==> config.mk <==
export PLATFORM = sky130hd
export DESIGN_NAME = ltc_queue
export DESIGN_NICKNAME = d
export VERILOG_FILES = /design/src/hw/rtl/ltc_pkg.sv /design/src/hw/rtl/ltc_queue.sv
export SDC_FILE = /design/constraint.sdc
export NUM_CORES = 1
export LEC_CHECK = 0
export ABC_AREA = 1
export BUFFER_PORTS_ARGS = -buffer_cell sky130_fd_sc_hd__buf_2
export CAP_MARGIN = 25
export CORE_MARGIN = 5
export CORE_UTILIZATION = 47
export DETAILED_ROUTE_END_ITERATION = 8
export PLACE_DENSITY = 0.86
export SETUP_SLACK_MARGIN = 0.2
export SLEW_MARGIN = 20
export SYNTH_ARGS = -nofsm -noshare
export SYNTH_HDL_FRONTEND = slang
export SYNTH_SLANG_ARGS = --single-unit
==> constraint.sdc <==
create_clock -name i_clk -period 3.09 [get_ports i_clk]
set_clock_uncertainty 0.2 [all_clocks]
set_input_delay 0.927 -clock i_clk [delete_from_list [all_inputs] [get_ports i_clk]]
set_output_delay 0.927 -clock i_clk [all_outputs]
set_load 0.01 [all_outputs]
==> src/hw/rtl/ltc_pkg.sv <==
// Shared types and constants for the two-level LRU cache timing block.
// Used by every module under hw/rtl but ltc_ram; depends on nothing else.
`timescale 1ns / 1ps
`default_nettype none
package ltc_pkg;

    localparam int ADDR_W = 32;

    localparam int L1I_SET_BITS_DEF = 7;
    localparam int L1D_SET_BITS_DEF = 7;
    localparam int L2_SET_BITS_DEF  = 9;
    localparam int L1I_MAX_WAYS_DEF = 4;
    localparam int L1D_MAX_WAYS_DEF = 4;
    localparam int L2_MAX_WAYS_DEF  = 8;

    localparam int QUEUE_DEPTH = 2;
    localparam int LAT_W       = 11;
    localparam int CFG_IDX_W   = 3;
    localparam int CFG_DATA_W  = 10;

    localparam logic [CFG_IDX_W-1:0] CFG_L1I_WAYS    = 3'd0;
    localparam logic [CFG_IDX_W-1:0] CFG_L1D_WAYS    = 3'd1;
    localparam logic [CFG_IDX_W-1:0] CFG_L2_WAYS     = 3'd2;
    localparam logic [CFG_IDX_W-1:0] CFG_L1I_HIT     = 3'd3;
    localparam logic [CFG_IDX_W-1:0] CFG_L1D_HIT     = 3'd4;
    localparam logic [CFG_IDX_W-1:0] CFG_L2_HIT      = 3'd5;
    localparam logic [CFG_IDX_W-1:0] CFG_MEM_LAT     = 3'd6;
    localparam logic [CFG_IDX_W-1:0] CFG_OFFSET_BITS = 3'd7;

    localparam logic [7:0] RST_L1I_HIT     = 8'd1;
    localparam logic [7:0] RST_L1D_HIT     = 8'd1;
    localparam logic [7:0] RST_L2_HIT      = 8'd10;
    localparam logic [9:0] RST_MEM_LAT     = 10'd100;
    localparam logic [2:0] RST_OFFSET_BITS = 3'd6;

    typedef struct packed {
        logic [2:0] l1i_ways;
        logic [2:0] l1d_ways;
        logic [3:0] l2_ways;
        logic [7:0] l1i_hit_time;
        logic [7:0] l1d_hit_time;
        logic [7:0] l2_hit_time;
        logic [9:0] mem_latency;
        logic [2:0] offset_bits;
    } t_cfg;

    typedef struct packed {
        logic              mode;
        logic              l1_hit;
        logic [ADDR_W-1:0] addr;
    } t_q_entry;

    typedef struct packed {
        logic done;
        logic hit;
    } t_look_rsp;

endpackage
`default_nettype wire

==> src/hw/rtl/ltc_queue.sv <==
// Short in-order queue of L1 outcomes between the front and back parts.
// Depends on ltc_pkg for the entry type and depth.
`timescale 1ns / 1ps
`default_nettype none
module ltc_queue (
    input  wire logic              i_clk,
    input  wire logic              i_rst_n,
    input  wire logic              i_push,
    input  ltc_pkg::t_q_entry      i_entry,
    input  wire logic              i_pop,
    output logic                   o_full,
    output logic                   o_valid,
    output ltc_pkg::t_q_entry      o_entry
);

    localparam int PW = (ltc_pkg::QUEUE_DEPTH > 1) ? $clog2(ltc_pkg::QUEUE_DEPTH) : 1;
    localparam int CW = $clog2(ltc_pkg::QUEUE_DEPTH + 1);

    ltc_pkg::t_q_entry r_slots [ltc_pkg::QUEUE_DEPTH];
    logic [PW-1:0] r_wp, r_rp;
    logic [CW-1:0] r_cnt;

    always_ff @(posedge i_clk) begin
        if (!i_rst_n) begin
            r_wp  <= '0;
            r_rp  <= '0;
            r_cnt <= '0;
        end else begin
            if (i_push) begin
                r_wp <= (r_wp == PW'(ltc_pkg::QUEUE_DEPTH - 1)) ? '0 : r_wp + 1'b1;
            end
            if (i_pop) begin
                r_rp <= (r_rp == PW'(ltc_pkg::QUEUE_DEPTH - 1)) ? '0 : r_rp + 1'b1;
            end
            if (i_push && !i_pop) begin
                r_cnt <= r_cnt + 1'b1;
            end else if (i_pop && !i_push) begin
                r_cnt <= r_cnt - 1'b1;
            end
        end
    end

    always_ff @(posedge i_clk) begin
        if (i_push) begin
            r_slots[r_wp] <= i_entry;
        end
    end

    assign o_full  = (r_cnt == CW'(ltc_pkg::QUEUE_DEPTH));
    assign o_valid = (r_cnt != '0);
    assign o_entry = r_slots[r_rp];

endmodule
`default_nettype wire

==> Yosys cells after proc, flatten, opt, wreduce, memory -nomap -nowiden <==
Memory sizes are Yosys's and may differ from the RTL's. A register that Yosys moved wholly into a read port is not among the register bits.
Cells that the tools add are included.
{ "op_classes": {"n_addsub": 4, "eq_ne": 1, "mux": 8, "n_reduce_logical": 6} }
{ "op_table": {"columns": ["op", "count"], "rows": [
  ["two-way mux 1 bit", 6],
  ["two-way mux 2 bit", 2],
  ["nonzero test 2 bit", 2],
  ["adder 1 bit (second input constant)", 2],
  ["adder 2 x 1 -> 2 bit (second input constant)", 1],
  ["== test 2 bit (second input constant)", 1],
  ["logical AND 1 bit", 2],
  ["zero test 1 bit", 2],
  ["subtractor 2 x 1 -> 2 bit (second input constant)", 1]
]} }
{ "word_totals": {"regBits": 4, "ramBits": 68, "input_bits": 38, "output_inout_bits": 36, "wordCells": 23, "mem_count": 1} }
{ "mem_list": {"columns": ["name", "words", "width", "rd", "rd_ports_with_merged_regs", "wr", "line_no", "source"], "rows": [
  ["r_slots", 2, 34, 1, 1, 1, "ltc_queue.sv:19", "ltc_pkg::t_q_entry r_slots [ltc_pkg::QUEUE_DEPTH];"]
]} }

==> Longest topological paths before layout <==
Gate-level depths: netlist (run 1).
{ "logic_depth": {"word_depth": 4, "ltp_mapped": 8, "depth_no_buf": 8} }

==> Worst setup path before layout (run 1) <==
Ideal clock, no wire load.
{ "synth_path": {"path_kind": "in2reg", "start": "input port i_push", "end": "memory r_slots[0][0] (netlist name) (enable)", "setup_ps": 426, "t_arrival_ps": 2400, "t_required_ps": 2464, "path_slack_ps": 65, "path_stages": 2, "n_path_buf": 0, "path_cell_list": "inv_1 -> nor2_1"} }
{ "synth_between": {"elab_chain_len": 2} }
{ "synth_lines": {"columns": ["element", "line_no", "source"], "rows": [
  ["start: declaration", "ltc_queue.sv:8", "input wire logic i_push,"],
  ["two-way mux 1 bit", "ltc_queue.sv:44", "if (i_push) begin"],
  ["two-way mux 1 bit (not written as such)", "ltc_queue.sv:45", "r_slots[r_wp] <= i_entry;"],
  ["end: declaration", "ltc_queue.sv:19", null]
]} }
No other way between the ends.

==> metrics.md, run 1 <==
| Metric | Value |
|---|---|
| CP max stage delay | `370 ps` |
| Finished Cell Area | `3452 µm²` |
| Synth area leaders | `edfxtp_1 (72%), mux2_4 (16%), dfxtp_1 (3.5%)` |
| Area Growth Syn to Fin | `21.70%` |
| Drt wl/cell | `14.24 µm` |
| DP Wirelength | `3058 µm` |
| Most common cell after layout, fill and taps aside | `buf_2` |
| Max stage delay cell, worst path | `mux2_2` |
| DIE AREA | `7689 µm²` |
| Final Net Count | `263` |
| CORE AREA | `5886 µm²` |
| Leakage | `1.418 nW` |
| CTS buffer count | `9` |
| Normalized max-slew margin | `69.12%` |
| Status | `finished, final reports clean` |
| Via count | `1,395` |
| Post-DR vias/cell | `4.604` |
| Drt pass-1 iters | `4` |
| Layout cells sized above 1 | `55.26%` |
| Num rows | `28` |
| Cells after Synth | `141` |
| Mapped cell area | `2836 µm²` |
| Synth unique cells | `14` |
| Max VDD drop | `0.3181 mV` |
| Die Ht | `87.69 µm` |
| Total grt overflow | `0` |
| Fin Setup TNS | `0 ps` |
| Tcrit/Tclk final | `82.86%` |
| CTS tree | `yes` |
| YS warnings | `0` |
| Starting density of the core | `48.19%` |
| Placed Instance Area | `3268 µm²` |
| PD cells | `596.3 nW/µm²` |
| Crit-path max FO | `34` |
| Clock power share | `32.7%` |
| Hold Path Class | `reg2reg` |
| Largest net degree at the start of global routing | `35` |
| NetSw | `435.9 µW` |
| Core Util, Final | `58.65%` |
| Clk Latency, worst-skew pair | `320 ps` |
| Vias in the first global route | `1,360` |
| FF+latch count, synth | `73` |
| Seq/Total Area, Yosys | `75.52%` |
| CTS Buffer Depth | `2` |
| Leading cell types in the layout, fill and taps excluded | `buf_2 (73), edfxtp_1 (68), mux2_4 (30)` |
| Buf+Inv Stages, Crit Path | `2` |
| Largest area contributor in the netlist | `edfxtp_1` |
| DRC violations left | `0` |
| Max Slew Vio Count | `0` |
| Slew @ Worst Pin | `463.2 ps` |
| GP Congestion | `0.6521` |
| I/O pins | `74` |
| CTS Sinks | `73` |
| CP top delay family | `buffers and inverters` |
| Sw Ratio | `21.18%` |
| Fillers | `459` |
| Critical Path RT | `1960 ps` |
| Final Hold Fails | `0` |
| Post-route ant nets | `0` |
| Max Cap Viol | `0` |
| Initial antenna violation count | `0` |
| Endpoint class of the critical path | `primary output` |
| Hold buffers post-CTS | `0` |
| Mapped Nets | `180` |
| CP Launch Type | `register` |
| Worst-path clk slew | `60 ps` |
| Post-CTS sizing | `0` |
| P_int | `1.623 mW` |
| Port buffer count | `73` |
| Clock root cell | `clkbuf_8` |
| Starting DRT DRC Count | `56` |
| Die W | `87.69 µm` |
| Post-CTS Repair Setup Buffers | `0` |
| Mean Syn Cell Area | `20.12 µm²` |
| Flop2flop setup slack | `1590 ps` |
| H-tree levels | `3` |
| Max frequency | `0.3906 GHz` |
| Fin crit period | `2560 ps` |
| First-pass GRT wire length | `6527 µm` |
| Reg power frac | `56.2%` |
| CP cell instances | `buf_12 -> mux2_2 -> buf_2` |
| WS Path Type | `reg2out` |
| Share of the synthesized area in the top cell type | `71.99%` |
| Setup violators final | `0` |
| Arr. time, crit path | `1430 ps` |
| Diodes inserted | `0` |
| Comb power frac | `11.2%` |
| Gr usage total | `11.64%` |
| Total Wirelength | `4315 µm` |
| RSZ-0062 raised after global routing | `false` |
==> power by group through the flow <==
stage / clock, mW / combinational, mW / sequential (mW)
after floorplan: 0 / 0.155 / 1.17
after global placement: 0 / 0.229 / 1.18
after detailed placement: 0 / 0.235 / 1.18
after CTS: 0.698 / 0.235 / 1.16
after global routing: 0.753 / 0.250 / 1.16
final: 0.672 / 0.230 / 1.16
==> worst reg2reg max path, cell delays in order (launching register included) <==
cell and delay, ps:
dfxtp_1 390, nand2_1 90, inv_1 60, buf_4 390
==> flip-flops by register name, summed over array words and instances (netlist names), named ones only <==
name and flops:
r_slots 68, r_cnt 2, r_rp 1, r_wp 1
==> routing by layer <==
| layer | vias to the layer above | part of all wire (%) | GRT usage [%] |
|---|---|---|---|
| met5 | - | 0 | 0 |
| met4 | 0 | 1.3 | 5.858 |
| met3 | 6 | 7.5 | 3.669 |
| met2 | 44 | 51 | 19.38 |
| met1 | 654 | 40 | 13.56 |
| li1 | 691 | - | - |
==> per-stage QoR <==
stage | setup WS, ps | hold slack [ps] | cells | total power, mW
2_1_floorplan | 645.1 | 263.5 | 141 | 1.328
3_3_place_gp | 884.2 | 274.9 | 288 | 1.404
3_5_place_dp | 870.8 | 297.7 | 288 | 1.413
4_1_cts | 506.2 | 315.2 | 303 | 2.090
5_1_grt | 467.8 | 331.8 | 303 | 2.163
6_report | 529.7 | 305.2 | 303 | 2.059
==> worst paths after layout <==
kind / endpoint / cells past startpoint / start
worst min register to register: r_rp$_SDFFE_PN0P_ / 2 / r_rp$_SDFFE_PN0P_
worst max-delay path: o_entry[17] / 3 / register
worst max register to register: r_slots[1][4]$_DFFE_PP_ / 3 / r_wp$_SDFFE_PN0P_
worst min-delay path: r_rp$_SDFFE_PN0P_ / 2 / r_rp$_SDFFE_PN0P_
==> kinds of logic (layout without fill, tap and decap cells) <==
family	Yosys count	count (layout)	share of synthesized area [%]
mux	34	34	17.47
flops	73	73	75.52
fa+ha+maj	1	1	0.4410
simple gates	19	19	2.647
compound gates	2	2	0.3526
buf+inv	12	99	3.573
==> cell usage after synthesis (all sizes together) <==
cell	count
edfxtp	68
mux2	34
nand2	9
inv	8
nor2	8
dfxtp	5
buf	4
a21oi	1
ha	1
nand3	1
nand4	1
o21ai	1
==> final cells by class <==
cell class,instances,area (µm²),area share (%)
sequential,73,2143,62.09
clock inverter,6,60.06,1.740
timing repair buffer,76,400.4,11.60
inverter,8,30.03,0.8699
clock buffer,9,123.9,3.588
multi-input combinational,56,600.6,17.40
tap,75,93.84,2.718
No activity file was read; power rests on OpenSTA's default activity.
==> inputs of run 2 (changes only) <==
Clock period 3.09 ns to 2.2 ns, I/O delays scaled along.
==> metrics.md, run 2 (synthesized netlist as in run 1, its figures left out) <==
| Metric | Value |
|---|---|
| Clk Latency, worst-skew pair | `330 ps` |
| Vias in the first global route | `1,551` |
| Failing checks | `negative setup slack` |
| H-tree levels | `3` |
| Placed Instance Area | `3301 µm²` |
| Final Hold Fails | `0` |
| Status | `finished with violations` |
| Most common cell after layout, fill and taps aside | `edfxtp_1` |
| Post-route ant nets | `0` |
| Clock root cell | `clkbuf_8` |
| Critical Path RT | `1340 ps` |
| Place WS | `165.7 ps` |
| CTS Buffer Depth | `2` |
| CTS buffer count | `9` |
| Port buffer count | `73` |
| CP Launch Type | `register` |
| Normalized max-slew margin | `86.56%` |
| Total Wirelength | `5055 µm` |
| Die W | `87.69 µm` |
| Regs by FF count | `r_slots (68), r_cnt (2)` |
| Core Util, Final | `61.86%` |
| Fin worst setup slack | `-35.63 ps` |
| Hold Path Class | `reg2reg` |
| Starting density of the core | `48.19%` |
| Endpoint class of the critical path | `primary output` |
| RSZ-0062 raised after global routing | `true` |
| Initial antenna violation count | `0` |
| Finished Cell Area | `3641 µm²` |
| Drt pass-1 iters | `4` |
| Fin crit period | `2236 ps` |
| Crit-path max FO | `11` |
| Global route hottest layer | `met2` |
| Largest net degree at the start of global routing | `35` |
| Leakage | `1.491 nW` |
| Post-DR vias/cell | `4.795` |
| Area Growth Syn to Fin | `28.36%` |
| Met2 Use GR | `24.25%` |
| CTS Sinks | `73` |
| Die Ht | `87.69 µm` |
| Worst hold margin | `309.8 ps` |
| Drt wl/cell | `16.47 µm` |
| Num rows | `28` |
| CORE AREA | `5886 µm²` |
| Leading cell types in the layout, fill and taps excluded | `edfxtp_1 (68), buf_2 (53), mux2_4 (34)` |
| Max reg flops | `68` |
| Hold buffers post-CTS | `0` |
| Total grt overflow | `0` |
| Via count | `1,472` |
| Arr. time, crit path | `1380 ps` |
| Global Route met3 Usage | `4.610%` |
| Gr usage total | `14.13%` |
| Diodes inserted | `0` |
| Slew @ Worst Pin | `201.6 ps` |
| Final Net Count | `266` |
| WS Path Type | `reg2out` |
| Max frequency | `0.4473 GHz` |
| Tcrit/Tclk final | `101.6%` |
| Max VDD drop | `0.4529 mV` |
| Layout cells sized above 1 | `54.31%` |
| PD cells | `789.4 nW/µm²` |
| DIE AREA | `7689 µm²` |
| CTS tree | `yes` |
| Worst-path clk slew | `70 ps` |
| DRC violations left | `0` |
| I/O pins | `74` |
| Hold wc startpoint | `r_rp$_SDFFE_PN0P_` |
| Starting DRT DRC Count | `43` |
| DP Wirelength | `3253 µm` |
| Worst R2R Start | `r_wp$_SDFFE_PN0P_` |
| First-pass GRT wire length | `7679 µm` |
| Met1 Use GR | `15.20%` |
| Max Slew Vio Count | `0` |
| GP Congestion | `0.7344` |
| Setup violators final | `34` |
| Max Cap Viol | `0` |
| Biggest register | `r_slots` |
[run 2: cell types whose count changed in the layout (fill, tap and decap cells not counted), moves of 2 or more]
| cell | previous run | this run |
|---|---|---|
| mux2_4 | 30 | 34 |
| clkbuf_1 | 0 | 3 |
| mux2_2 | 4 | 0 |
| buf_2 | 73 | 53 |
| buf_12 | 1 | 3 |
| buf_6 | 0 | 20 |
[run 2: metal layers]
| metal | wire length (µm) | part of all wire [%] | vias to the layer above |
|---|---|---|---|
| met5 | 0 | 0 | - |
| met4 | 164 | 3.2 | 0 |
| met3 | 348 | 6.9 | 15 |
| met2 | 2607 | 52 | 57 |
| met1 | 1935 | 38 | 700 |
| li1 | - | - | 700 |
[run 2: critical path, stage by stage (launching register included)]
cell     delay (ps)
dfxtp_4         420
buf_12          170
mux2_4          320
buf_6           130
[run 2: through the flow]
step / total power, mW / instances / TNS, ps
CTS: 2.898 / 307 / -1475
detailed placement: 1.998 / 289 / 0
global placement: 1.984 / 289 / 0
finish: 2.874 / 307 / -722.6
floorplan: 1.867 / 141 / 0
global route: 3.015 / 307 / -2808
[run 2: what timing repair did]
action,CTS,global route
buffers inserted,1,0
resized for setup,26,2
gates cloned,1,0
endpoints found under the setup margin,34,34
endpoints found under the hold margin,0,0
[run 2: final cells by class]
type / count / area (µm²)
fill: 442 / 2245
sequential: 73 / 2146
multi-input combinational: 56 / 615.6
timing repair buffer: 79 / 600.6
clock buffer: 12 / 135.1
tap: 75 / 93.84
inverter: 8 / 30.03
clock inverter: 4 / 20.02
[run 2: worst paths after layout]
check	to	cells after the start	slack (ps)
min reg2reg	r_rp$_SDFFE_PN0P_	2	310
min	r_rp$_SDFFE_PN0P_	2	310
max reg2reg	r_slots[1][14]$_DFFE_PP_	3	880
max	o_entry[22]	3	-40
[run 2: where the power goes]
part	switching (mW)	total [mW]	internal [mW]
registers	0.0267	1.63	1.60
clock network	0.445	0.846	0.401
logic	0.175	0.401	0.226
total	0.646	2.87	2.23
==> inputs of run 3 (changes only) <==
Settings changed: GPL_ROUTABILITY_DRIVEN set to 0.
Clock period 2.2 ns to 1.9 ns, I/O delays scaled along.
==> metrics.md, run 3 (synthesized netlist as in run 1, its figures left out) <==
| Metric | Value |
|---|---|
| Max frequency | `0.4724 GHz` |
| Clock root cell | `clkbuf_8` |
| Diodes inserted | `0` |
| Met1 Use GR | `14.47%` |
| Non-Filler Instances | `309` |
| Critical Path RT | `1130 ps` |
| Most common cell after layout, fill and taps aside | `edfxtp_1` |
| H-tree levels | `3` |
| Failing checks | `negative setup slack` |
| Vias in the first global route | `1,543` |
| Drt wl/cell | `16.80 µm` |
| Post-DR vias/cell | `4.783` |
| Slew @ Worst Pin | `202.6 ps` |
| Die Ht | `87.69 µm` |
| CTS Buffer Depth | `2` |
| Max VDD drop | `0.5529 mV` |
| Global Route met3 Usage | `4.327%` |
| DIE AREA | `7689 µm²` |
| Leading cell types in the layout, fill and taps excluded | `edfxtp_1 (68), buf_2 (39), mux2_4 (34), buf_6 (34), clkbuf_8 (9)` |
| Worst hold margin | `223.7 ps` |
| Num rows | `28` |
| Leakage | `1.556 nW` |
| Status | `finished with violations` |
| Global route hottest layer | `met2` |
| RSZ-0062 raised after global routing | `true` |
| Layout cells sized above 1 | `59.40%` |
| Setup violators final | `34` |
| Biggest register | `r_slots` |
| Starting density of the core | `48.19%` |
| Starting DRT DRC Count | `64` |
| CORE AREA | `5886 µm²` |
| Arr. time, crit path | `1350 ps` |
| Regs by FF count | `r_slots (68), r_cnt (2)` |
| Largest net degree at the start of global routing | `25` |
| Normalized max-slew margin | `86.50%` |
| Hold Path Class | `in2reg` |
| Die W | `87.69 µm` |
| Initial antenna violation count | `0` |
| Endpoint class of the critical path | `primary output` |
| Worst-path clk slew | `80 ps` |
| CTS tree | `yes` |
| Total Wirelength | `5190 µm` |
| Core Util, Final | `65.07%` |
| Post-route ant nets | `0` |
| Placed Instance Area | `3347 µm²` |
| Drt pass-1 iters | `4` |
| Via count | `1,478` |
| Final Hold Fails | `0` |
| Total grt overflow | `0` |
| WS Path Type | `reg2out` |
| Port buffer count | `73` |
| Tcrit/Tclk final | `111.4%` |
| Max Cap Viol | `0` |
| DRC violations left | `0` |
| Gr usage total | `13.49%` |
| Fin crit period | `2117 ps` |
| Finished Cell Area | `3830 µm²` |
| Final Net Count | `268` |
| Clk Latency, worst-skew pair | `320 ps` |
| Fin worst setup slack | `-216.8 ps` |
| Hold buffers post-CTS | `0` |
| CTS buffer count | `9` |
| I/O pins | `74` |
| DP Wirelength | `3326 µm` |
| Crit-path max FO | `14` |
| Total power | `3.680 mW` |
| Max reg flops | `68` |
| Met2 Use GR | `24.45%` |
| Max Slew Vio Count | `0` |
| First-pass GRT wire length | `7486 µm` |
| CP Launch Type | `register` |
| Area Growth Syn to Fin | `35.02%` |
| PD cells | `961.0 nW/µm²` |
| Cells after DPL | `291` |
| CTS Sinks | `73` |
-- run 3: cell types whose count changed in the layout (fill, tap and decap cells not counted), sizes merged --
| cell | delta |
|---|---|
| buf | +1 |
| bufinv | +2 |
| clkbuf | -2 |
| clkinvlp | +1 |
-- run 3: through the flow --
step           setup WS [ps]  setup TNS [ps]
2_1_floorplan          194.7               0
3_3_place_gp           110.2               0
3_5_place_dp           99.99               0
4_1_cts               -242.1           -7620
5_1_grt               -272.8           -8813
6_report              -216.8           -6828
-- run 3: final cells by class --
| class | count | area (µm²) |
|---|---|---|
| Sequential cell | 73 | 2148 |
| Fill cell | 410 | 2056 |
| Timing Repair Buffer | 81 | 705.7 |
| Multi-Input combinational cell | 56 | 618.1 |
| Clock buffer | 9 | 123.9 |
| Clock inverter | 7 | 93.84 |
| Tap cell | 75 | 93.84 |
| Inverter | 8 | 46.29 |
-- run 3: report_power, final --
part           internal (mW)  switching, mW
clock                  0.739          0.542
sequential              1.85         0.0321
combinational          0.298          0.215
-- run 3: repair_timing --
| action | 4_1_cts | 5_1_grt |
|---|---|---|
| setup buffers | 0 | 1 |
| gates resized for setup | 43 | 0 |
| endpoints found under the setup margin | 36 | 36 |
| pin swaps | 0 | 1 |
| gates cloned | 0 | 1 |
-- run 3: worst paths after layout --
kind / to / slack [ps] / start / depth (start not counted)
setup reg to reg: r_slots[1][0]$_DFFE_PP_ / 590 / r_wp$_SDFFE_PN0P_ / 3
hold / removal: r_slots[0][5]$_DFFE_PP_ / 220 / i_entry[5] / 1
hold reg to reg: r_rp$_SDFFE_PN0P_ / 300 / r_rp$_SDFFE_PN0P_ / 2
setup / recovery: o_entry[5] / -220 / register / 3
-- run 3: critical path, stage by stage, from the launching register on --
cell	delay (ps)
dfxtp_4	400
buf_12	170
mux2_4	320
buf_6	120
-- run 3: routing by layer --
layer	wire (µm)	vias up
met5	0	-
met4	63	0
met3	341	6
met2	2817	67
met1	1967	702
li1	-	703
